`src/sv/cht_ram.sv`:
```
// generic single-write, single-read ram with registered read data
module cht_ram #(
  parameter int WIDTH = 8,
  parameter int DEPTH = 16,
  localparam int AW = (DEPTH > 1) ? $clog2(DEPTH) : 1
) (
  input  logic             clk,
  input  logic             we,
  input  logic [AW-1:0]    waddr,
  input  logic [WIDTH-1:0] wdata,
  input  logic [AW-1:0]    raddr,
  output logic [WIDTH-1:0] rdata
);

  logic [WIDTH-1:0] mem [DEPTH];
  logic [WIDTH-1:0] rdata_r;

  // write port and registered read port
  always_ff @(posedge clk) begin
    if (we) begin
      mem[waddr] <= wdata;
    end
    rdata_r <= mem[raddr];
  end

  assign rdata = rdata_r;

endmodule

```
`config.mk`:
```
export PLATFORM = sky130hd
export DESIGN_NAME = cht_ram
export DESIGN_NICKNAME = d
export VERILOG_FILES = /design/src/sv/cht_ram.sv
export SDC_FILE = /design/constraint.sdc
export NUM_CORES = 1
export LEC_CHECK = 0
export BUFFER_PORTS_ARGS = -buffer_cell sky130_fd_sc_hd__buf_4
export CORE_UTILIZATION = 60
export CTS_CLUSTER_DIAMETER = 30
export DETAILED_ROUTE_END_ITERATION = 10
export PLACE_DENSITY_LB_ADDON = 0.08
export SLEW_MARGIN = 20
export SYNTH_ARGS = -nofsm -noshare
export SYNTH_HDL_FRONTEND = slang
export SYNTH_SLANG_ARGS = --single-unit
```
`constraint.sdc`:
```
create_clock -name clk -period 1.95 [get_ports clk]
set_clock_uncertainty 0.2 [all_clocks]
set_input_delay 0 -clock clk [delete_from_list [all_inputs] [get_ports clk]]
set_output_delay 0 -clock clk [all_outputs]
set_load 0.01 [all_outputs]
```
== After elaboration in Yosys (flattened, before gate mapping) ==
Memories as Yosys holds them, arrays and structs flattened. A register that Yosys moved wholly into a read port is not among the register bits.
Index checks and enable logic that the tools add are counted.
Operators by class
  reduce and logical (&&, ||, !) cells: 0
  shift operators: 0
  multiply operators: 0
  add/sub/neg operators: 0
  $lt $le $gt $ge: 0
  mux-type cells: 2
  bitwise operators: 0
  div/mod/pow operators: 0
  equality and inequality tests: 0
Operators by type and width (number)
  $mux 1: 2
Word-level totals
  flip-flop bits (word level): 0
  input port bits: 18
  logic and storage cells: 3
  RAM bits: 128
  output and inout bits: 8
  bits in read-only memories: 0
  latch bits: 0
  memories kept: 1
Memories
  mem: depth 16, width 8, read ports 1, clocked after memory_dff 1, write ports 1, RTL line 15  | logic [WIDTH-1:0] mem [DEPTH];

== Depth between registers and ports, before layout ==
  depth in word-level cells: 2
  depth in mapped cells: 5
  mapped depth without buffers: 3

== Worst setup path after synthesis ==
No wires, ideal clock.
  path kind: input port to flip-flop
  start point: in waddr[2]
  end point: mem mem[0][0] (enable)
  arrival time: 1110 ps
  setup time: 383 ps
  path buffers: 0
  stages: 2
  data required time: 1367 ps
  slack: 257 ps
  cells stage by stage: or3b_2 -> nor3_1
RTL lines
  start: declaration: RTL line 9  | input logic [AW-1:0] waddr,
  end: declaration: RTL line 15
Straight into the memory's write port.

== Worst setup path after layout ==
  start point: in waddr[2]
  end point: mem mem[11][1] (enable)
Straight into the memory's write port.

==> run summary <==
========================================================================================
Clock Tree Buf Depth                                                                   2
Total of cells resized after clock tree synthesis                                      0
Crit Path Max Fanout                                                                   8
Peak Freq                                                                        550 MHz
Starting Density                                                                   62.3%
Global placement routability congestion                                            0.700
Detailed-route via count                                                            2554
Category of cells accounting for the largest share of critical-path delay   buffers and inverters
Syn Nets                                                                             247
Number of flops mapped to enable cells by yosys                                      128
Final cell count without fillers                                                     427
Global-route wire length before repair                                           14.7 mm
Number of cell instances on the worst register-to-register path                        3
Port-buffer cells                                                                     25
Die Ht                                                                           94.6 um
Count of antenna-violating nets left after detailed routing                            0
Final cell area excluding filler cells                                        6330 sq um
Leak                                                                             2.19 nW
Share of flip-flops with an asynchronous set or reset after synthesis                 0%
Drt drc                                                                                0
Clock tree from TritonCTS                                                           done
Relative max-transition margin                                                     72.5%
Nature of the critical path endpoint                                                flop
Final critical delay including setup and external delays                         1.82 ns
Overall overflow remaining after global route                                          0
Hold Path Stages                                                                       4
Internal                                                                         5.14 mW
Total Negative Setup Slacks                                                         0 ns
Antenna violations before repair                                                       0
Area of the mapped netlist                                                    5150 sq um
Worst Tran Pin Value                                                            0.413 ns
Post-synth top flop                                                         sky130_fd_sc_hd__edfxtp_1
Final period util                                                                  93.3%
Mean instance size in the synthesized netlist                                 22.5 sq um
Placeable Area                                                                8260 sq um
Sequential power share                                                             50.7%
Worst vdd ir                                                                    0.725 mV
Average detailed-routed wire length per instance                                 22.9 um
Number of clock sinks                                                                136
Total Die Area                                                                8950 sq um
NumNets Final                                                                        327
Yosys warns                                                                            0
Total power divided by cell area                                            1030 nW/um^2
Hold-fix buffers, CTS                                                                 21
Number of stages on the worst setup path                                               6
Slowest-stage cell, CP                                                      sky130_fd_sc_hd__dlygate4sd3_1
Worst endpoint required time                                                     1.94 ns
Status                                                                      finished clean
Fraction of power consumed by the clock network                                    43.8%
Number of global-route vias before repair                                           2650
Setup Crit Path Kind                                                           in -> reg
Unrepaired setup endpoints after global routing                                       no
Portion of the post-synthesis area used by sequential elements                     77.8%
Count of placed standard cells including taps                                        374
Number of buffers inserted during clock tree synthesis                                17
Antenna fix cells                                                                      0
Post-CTS Repair Setup Buffers                                                          0
Max stage delay on crit path                                                     0.61 ns
Cell type with the highest aggregate area in the netlist                    sky130_fd_sc_hd__edfxtp_1
Share of final-layout standard cells stronger than drive strength 1                30.4%
Count of mapped cells out of synthesis                                               229
Main area contributors after synthesis                                      sky130_fd_sc_hd__edfxtp_1 (75%), sky130_fd_sc_hd__mux4_2 (7.9%), sky130_fd_sc_hd__mux4_1 (7.1%), sky130_fd_sc_hd__dfxtp_1 (3.1%), sky130_fd_sc_hd__a22oi_1 (2.3%)
CP Data Arrival Time                                                             1.81 ns
Number of distinct library cells after synthesis                                      19
Number of max-cap violations                                                           0
Net switching fraction of the power                                                20.9%
Startpoint Class                                                               input pin
Starting DRT DRC Count                                                               171
Total Routed Length                                                              9.76 mm
Minimum setup slack after placement                                             0.159 ns
Total routing usage reported by global routing                                     24.5%
Area of placed instances                                                      5580 sq um
Total net switching power                                                        1.36 mW
Final count of hold timing violations                                                  0
CTS clk-pin slew, worst paths                                                    0.06 ns
Buffers and inverters on the worst path                                                4
Critical-path cell list                                                     buf_4, dlygate4sd3_1, nand3b_1, dlygate4sd3_1, nor2_1, buf_4
Most frequent cell after synthesis                                          sky130_fd_sc_hd__edfxtp_1
Worst path setup slack after routing                                            0.131 ns
Total count of max-transition violations in the final report                           0
Cell Rows                                                                             33
Number of H-tree branching levels                                                      4
Commonest cells in the synthesized netlist                                  sky130_fd_sc_hd__edfxtp_1 (128), sky130_fd_sc_hd__mux4_2 (18), sky130_fd_sc_hd__a22oi_1 (16)
Via density per instance                                                            5.98
Synthesis-to-layout area growth                                                    23.0%
Die span in x                                                                    94.6 um
Area share of the largest cell type after synthesis                                74.7%
Clock tree root buffer cell                                                 sky130_fd_sc_hd__clkbuf_8
Number of optimization iterations in the first detailed-route pass                     4
Combinational share of power                                                        5.5%
Maximum number of pins on one net before global-route repair                          23
Final total power                                                                6.49 mW
Type of the most critical hold path                                            in -> reg
#FFs+latches synth                                                                   136
Clock latency at the later pin of the worst-skew pair                            0.50 ns
IO Count                                                                              26
Setup violators final                                                                  0
Half-perimeter wire length after detailed placement                              5.79 mm
========================================================================================
## logic make-up after synthesis
group | after synthesis | synth area share, %
muxes | 32 | 15.0
and+or+nand+nor | 35 | 3.18
buffers and inverters | 10 | 1.68
AOI/OAI and AO/OA | 16 | 2.33
DFF | 136 | 77.8
## worst register-to-register path, cell delays in order (launching register included)
cell and delay (ns):
sky130_fd_sc_hd__edfxtp_1 0.41, sky130_fd_sc_hd__mux4_2 0.50, sky130_fd_sc_hd__a22oi_1 0.27, sky130_fd_sc_hd__nand2_1 0.08
## state kept, by name (all words and copies together) (netlist names)
name	count
mem	128
rdata	8
## placed cells by master (no fill, tap or decap), types with 2 or more instances in the layout
cell type,count
sky130_fd_sc_hd__edfxtp_1,128
sky130_fd_sc_hd__buf_4,49
sky130_fd_sc_hd__dlygate4sd3_1,21
sky130_fd_sc_hd__mux4_2,18
sky130_fd_sc_hd__a22oi_1,16
sky130_fd_sc_hd__clkbuf_16,16
sky130_fd_sc_hd__mux4_1,14
sky130_fd_sc_hd__nor2_1,13
sky130_fd_sc_hd__nand2_1,9
sky130_fd_sc_hd__dfxtp_1,8
sky130_fd_sc_hd__nor3_1,4
sky130_fd_sc_hd__clkinvlp_4,4
sky130_fd_sc_hd__clkinv_4,4
sky130_fd_sc_hd__clkinv_1,3
sky130_fd_sc_hd__nand3b_1,2
sky130_fd_sc_hd__nand2b_1,2
sky130_fd_sc_hd__inv_6,2
## area by class of cell
| cell class | instances | area [sq um] |
|---|---|---|
| Sequential cell | 136 | 4000 |
| Fill cell | 449 | 1920 |
| Multi-Input combinational cell | 83 | 1060 |
| Timing Repair Buffer | 71 | 598 |
| Clock buffer | 17 | 414 |
| Tap cell | 105 | 131 |
| Clock inverter | 15 | 129 |
## stage by stage
stage                     utilization, %  hold WS [ns]
after floorplan                        -        -0.101
after global placement              67.6         0.105
after detailed placement            67.6         0.112
after CTS                           76.7        0.0317
after global routing                76.7        0.0745
final                               76.7        0.0290
## layer usage
| metal | routed length [um] | global-route usage (%) |
|---|---|---|
| met1 | 3800 | 33.3 |
| met2 | 5050 | 39.9 |
| met3 | 835 | 5.56 |
| met4 | 65 | 8.21 |
| met5 | 0 | 0 |
## final timing paths
path	start	slack (ns)	end
min	raddr[0]	0.03	rdata[0]
max reg2reg	mem[11][0]	0.39	rdata[0]
max	waddr[2]	0.13	mem[11][1]
min reg2reg	mem[7][2]	0.46	rdata[2]
## power groups by stage
stage	Combinational, mW	Sequential [mW]	Clock [mW]
after CTS	0.362	3.29	2.89
after global routing	0.386	3.29	3.01
after floorplan	0.166	3.35	0
after global placement	0.325	3.35	0
final	0.358	3.29	2.85
after detailed placement	0.330	3.35	0
No activity file was read; power rests on OpenSTA's default activity.
