$ cat config.mk
export PLATFORM = sky130hd
export DESIGN_NAME = cht_bucket_div
export DESIGN_NICKNAME = d
export VERILOG_FILES = /design/src/sv/cht_pkg.sv /design/src/sv/cht_bucket_div.sv
export SDC_FILE = /design/constraint.sdc
export NUM_CORES = 1
export LEC_CHECK = 0
export ABC_AREA = 1
export BUFFER_PORTS_ARGS = -buffer_cell sky130_fd_sc_hd__buf_2
export CAP_MARGIN = 0
export CORE_MARGIN = 8
export CORE_UTILIZATION = 33
export DETAILED_ROUTE_END_ITERATION = 8
export PLACE_DENSITY = 0.74
export SYNTH_ARGS = -nofsm -noshare
export SYNTH_HDL_FRONTEND = slang
export SYNTH_SLANG_ARGS = --single-unit
export TNS_END_PERCENT = 100
$ cat constraint.sdc
create_clock -name clk -period 1.1 [get_ports clk]
set_clock_uncertainty 0.1 [all_clocks]
set_input_delay 0.165 -clock clk [delete_from_list [all_inputs] [get_ports clk]]
set_output_delay 0.165 -clock clk [all_outputs]
set_load 0.02 [all_outputs]
$ cat src/sv/cht_pkg.sv
// shared types and constants for the chained hash table engine
package cht_pkg;

  // default table geometry
  localparam int NUM_BUCKETS_DEF = 64;
  localparam int NUM_ENTRIES_DEF = 256;

  // fixed field widths
  localparam int OP_W     = 2;
  localparam int KEY_W    = 32;
  localparam int HANDLE_W = 32;
  localparam int STATUS_W = 2;

  // request codes
  localparam logic [OP_W-1:0] OP_ADD    = 2'd0;
  localparam logic [OP_W-1:0] OP_GET    = 2'd1;
  localparam logic [OP_W-1:0] OP_REMOVE = 2'd2;

  // result status codes
  localparam logic [STATUS_W-1:0] ST_OK   = 2'd0;
  localparam logic [STATUS_W-1:0] ST_MISS = 2'd1;
  localparam logic [STATUS_W-1:0] ST_FULL = 2'd2;
  localparam logic [STATUS_W-1:0] ST_ZERO = 2'd3;

  // sequencer states
  typedef enum logic [10:0] {
    S_CLEAR  = 11'b00000000001,
    S_IDLE   = 11'b00000000010,
    S_HASH   = 11'b00000000100,
    S_SEL    = 11'b00000001000,
    S_ADD_WR = 11'b00000010000,
    S_HEAD   = 11'b00000100000,
    S_WALK   = 11'b00001000000,
    S_CMP    = 11'b00010000000,
    S_REM1   = 11'b00100000000,
    S_REM2   = 11'b01000000000,
    S_DONE   = 11'b10000000000
  } state_t;

endpackage

$ cat src/sv/cht_bucket_div.sv
// key modulo bucket count by byte folding and a reciprocal multiply
module cht_bucket_div #(
  parameter int NUM_BUCKETS = cht_pkg::NUM_BUCKETS_DEF,
  localparam int BAW = (NUM_BUCKETS > 1) ? $clog2(NUM_BUCKETS) : 1
) (
  input  logic                     clk,
  input  logic                     rst_n,
  input  logic                     start,
  input  logic [cht_pkg::KEY_W-1:0] key,
  output logic                     done,
  output logic [BAW-1:0]           bucket
);

  // folded key width, reciprocal shift and widths
  localparam int NW = $clog2(NUM_BUCKETS + 1);
  localparam int YW = NW + 10;
  localparam int SH = YW + $clog2(NUM_BUCKETS);
  localparam int MW = YW + 2;
  localparam int PW = YW + MW;
  localparam logic [NW-1:0] NB = NW'(NUM_BUCKETS);
  localparam logic [MW-1:0] RECIP =
    MW'(((64'd1 << SH) + 64'(NUM_BUCKETS) - 64'd1) / 64'(NUM_BUCKETS));

  // weight of each key byte modulo the bucket count
  localparam logic [NW-1:0] W0 = NW'(64'd1 % 64'(NUM_BUCKETS));
  localparam logic [NW-1:0] W1 = NW'((64'd1 << 8) % 64'(NUM_BUCKETS));
  localparam logic [NW-1:0] W2 = NW'((64'd1 << 16) % 64'(NUM_BUCKETS));
  localparam logic [NW-1:0] W3 = NW'((64'd1 << 24) % 64'(NUM_BUCKETS));

  logic [YW-1:0]  sum_r, sum_nxt;
  logic [PW-1:0]  prod_r, prod_nxt;
  logic [BAW-1:0] rem_r, rem_nxt;
  logic           v1_r, v2_r, done_r;

  // fold the bytes, take the quotient, subtract it back out
  always_comb begin
    logic [NW+7:0]    p0, p1, p2, p3;
    logic [YW-1:0]    q;
    logic [YW+NW-1:0] qn;
    logic [YW-1:0]    r;
    p0 = key[7:0] * W0;
    p1 = key[15:8] * W1;
    p2 = key[23:16] * W2;
    p3 = key[31:24] * W3;
    q  = YW'(prod_r >> SH);
    qn = q * NB;
    r  = sum_r - qn[YW-1:0];
    sum_nxt  = start ? (YW'(p0) + YW'(p1) + YW'(p2) + YW'(p3)) : sum_r;
    prod_nxt = v1_r ? sum_r * RECIP : prod_r;
    rem_nxt  = v2_r ? r[BAW-1:0] : rem_r;
  end

  // stage valids
  always_ff @(posedge clk) begin
    if (!rst_n) begin
      v1_r   <= 1'b0;
      v2_r   <= 1'b0;
      done_r <= 1'b0;
    end else begin
      v1_r   <= start;
      v2_r   <= v1_r;
      done_r <= v2_r;
    end
  end

  // datapath
  always_ff @(posedge clk) begin
    sum_r  <= sum_nxt;
    prod_r <= prod_nxt;
    rem_r  <= rem_nxt;
  end

  assign done   = done_r;
  assign bucket = rem_r;

endmodule

After elaboration in Yosys (flattened, before gate mapping)
Cells that the tools add are included.

Add/sub/neg operators: 1.

Operator list (count): subtractor 6 x 1 -> 6 bit, second input constant (1).

Flip-flop bits (word level): 15. Bits of input ports: 35. Output and inout port bits: 7. Word-level logic and storage cells: 6.

Logic depth before layout (Yosys ltp)
Depth in word-level cells: 1. Mapped depth: 2. Gate-level depth less buffers: 2.

Worst setup path after synthesis
Ideal clock, no wire load.

Path kind: register to register. Start point: register v2_r. End point: register rem_r[0] (netlist: bucket[0]), enable pin. Setup time: 322 ps. Arrival time: 413 ps. Data required time: 678 ps. Path slack: 264 ps. Stages on the path, launching flop included: 1. Buffers on the path: 0. Period minus slack after synthesis: 836 ps. Cell sequence: dfxtp_1.

RTL lines: start: declaration (RTL line cht_bucket_div.sv:33) `logic v1_r, v2_r, done_r;`; start signal: assignment (RTL line cht_bucket_div.sv:61) `v2_r <= v1_r;`; end signal: assignment (RTL line cht_bucket_div.sv:70) `rem_r <= rem_nxt;`; end: declaration (RTL line cht_bucket_div.sv:32) `logic [BAW-1:0] rem_r, rem_nxt;`.

No word-level cell between the ends.

Worst setup path after layout
Start point: register rem_r[1] (netlist: bucket[1]). End point: output bucket[1].

RTL lines: end: declaration (RTL line cht_bucket_div.sv:11) `output logic [BAW-1:0] bucket`.

No word-level cell between the ends.

==> flow_summary.json <==
{
  "outcome": "finished clean",
  "drt_iter0_markers": 1,
  "slew_violations": 0,
  "worstHoldStart": "start",
  "core_um2": 1280,
  "dpl_worst_slack_ns": 0.223,
  "start_kind": "register",
  "max_cap_viol_count": 0,
  "critPathBufInv": 1,
  "yosys.cell_types.count": 4,
  "period_minus_slack_ns": 1.07,
  "setup_ws_ns": 0.0264,
  "layout.nets": 83,
  "rows": 13,
  "die_x_um": 52.6,
  "netlist_instances": 21,
  "grt_start_max_net_pins": 10,
  "slew_headroom": 0.829,
  "peakVddDrop_uv": 675,
  "rsz0062_at_grt": "yes",
  "gp_congestion": 0.659,
  "r2r-end": "bucket[2]$_DFFE_PP_",
  "crit_path_end_kind": "output port",
  "drcViolationCount": 0,
  "io_buffers": 15,
  "synth_warnings": 0,
  "required_ns": 0.83,
  "fillers": 99,
  "crit_slowest_cell": "edfxtp_1",
  "clkSinkCount": 15,
  "ff2ff_setup_slack_ns": 0.22,
  "postCtsSetupBuffers": 0,
  "antenna_found_initial": 0,
  "path_delay_family": "flip-flops",
  "start_util": 0.345,
  "synth_area_leader_cell": "edfxtp_1",
  "antenna_left": 0,
  "path_class": "register to output port",
  "fin_crit_sh": 0.976,
  "post_synth_instance_area_um2": 443,
  "timing.rr.start": "v2_r$_SDFF_PN0_",
  "ys_ff_latch": 15,
  "hold_violations": 0,
  "n_antenna_cell": 0,
  "die_h_um": 52.6,
  "dieArea_um2": 2770,
  "worstHoldPathCells": 3,
  "via_per_inst": 3.84,
  "synth_fp_nets": 56,
  "arrival_ns": 0.81,
  "grt_pass1_wl_um": 993,
  "dr_total_vias": 238,
  "ys_seq_area_frac": 0.949,
  "ys_top_cells_by_area": "edfxtp_1 (81%), dfxtp_1 (14%), inv_1 (2.5%)",
  "cts_root_buf": "clkbuf_4",
  "drt-wirelength-per-cell_um": 10.1,
  "power.density_nw_per_um2": 1550,
  "setup_viol": 0,
  "worstPathCellList": "buf_6",
  "clk_pin_slew_ns": 0.08,
  "cts_buffer_depth": 2,
  "multi_input_area_um2": 11.3,
  "p_leak_nw": 0.283,
  "cts_tree": "yes",
  "hold-worst-slack_ns": 0.0722,
  "grt_pass1_vias": 250,
  "cts_buffers": 3,
  "tightest_slew_ns": 0.256,
  "drive_above_1_share": 0.404,
  "clkLatencyLatePin_ns": 0.27,
  "place.detailed.hpwl_um": 427,
  "overflow": 0,
  "area_delta_synth_final_pct": 47.5,
  "htree_levels": 1,
  "r2r_cells": 0,
  "hold_path_end": "v1_r$_SDFF_PN0_",
  "netlist.area_leader.share": 0.814,
  "slowest_delay_ns": 0.39,
  "first_pass_iters": 2,
  "ios": 42,
  "hold_path_class": "input pin to register",
  "synth_area_per_cell_um2": 21.1,
  "fmax_ghz": 0.931,
  "crit_fanout": 1,
  "regArea_um2": 420,
  "grtUsageTotal": 0.0513,
  "drt_wl_total_um": 625
}
==> cells in the final DEF, fill, tap and decap left out <==
cell type	instances
nand2_1	3
clkinv_2	1
edfxtp_1	12
inv_1	3
buf_6	3
dfxtp_1	3
buf_2	12
dlygate4sd3_1	7
clkbuf_4	3
==> cell usage after synthesis <==
master and number:
nand2_1 3, inv_1 3, edfxtp_1 12, dfxtp_1 3
==> how the worst max path moves through the flow <==
stage / start / depth (start not counted) / endpoint / slack, ns
after global placement: v2_r$_SDFF_PN0_ / 0 / bucket[0]$_DFFE_PP_ / 0.23
final: bucket[1]$_DFFE_PP_ / 1 / bucket[1] / 0.03
after floorplan: v2_r$_SDFF_PN0_ / 0 / bucket[0]$_DFFE_PP_ / 0.26
after CTS: bucket[2]$_DFFE_PP_ / 1 / bucket[2] / 0.009
after global routing: bucket[0]$_DFFE_PP_ / 1 / bucket[0] / -0.007
after detailed placement: v2_r$_SDFF_PN0_ / 0 / bucket[5]$_DFFE_PP_ / 0.22
==> per-layer routing <==
layer / GRT usage / wire (µm) / up-vias / share of wire
met2: 0.0731 / 269 / 14 / 0.43
met4: 0.0647 / 0 / 0 / 0
li1: - / - / 123 / -
met1: 0.0418 / 264 / 101 / 0.42
met3: 0.0341 / 91 / 0 / 0.15
met5: 0 / 0 / - / 0
==> state kept, by name, indices dropped and copies added (netlist names) <==
name / count
bucket: 6
done: 1
sum_r: 6
v1_r: 1
v2_r: 1
==> repair_timing <==
action / in CTS / in global routing
endpoints found under the setup margin: 0 / 3
hold buffers: 7 / 0
gates resized for setup: 0 / 6
hold endpoints to repair: 9 / 0
==> cell families after synthesis <==
kind of cell	after synthesis	share of synthesized area
flops	15	0.949
buf+inv	3	0.0254
simple gates	3	0.0254
==> per-stage QoR <==
stage / power (mW) / area [µm²] / TNS, ns / instances / utilization
6_report: 1.01 / 653 / 0 / 62 / 0.508
5_1_grt: 1.05 / 653 / -0.0101 / 62 / 0.508
4_1_cts: 1.02 / 634 / 0 / 62 / 0.494
3_5_place_dp: 0.706 / 537 / 0 / 51 / 0.418
3_3_place_gp: 0.705 / 537 / 0 / 51 / 0.418
2_1_floorplan: 0.679 / 443 / 0 / 21 / -
==> where the power goes <==
part / internal [mW] / switching [mW] / total, mW / leakage [nW]
Combinational: 0.0360 / 0.0248 / 0.0609 / 0.127
Sequential: 0.646 / 0.00939 / 0.655 / 0.139
Clock: 0.135 / 0.160 / 0.295 / 0.0177
==> cell type report <==
type,count,share of cell area
clock buffers,3,0.0345
clock inverters,1,0.00766
inverters,3,0.0172
multi-input cells,3,0.0172
flip-flops and latches,15,0.644
well taps,15,0.0287
repair buffers,22,0.251
Power figures use the tool's default switching activity.
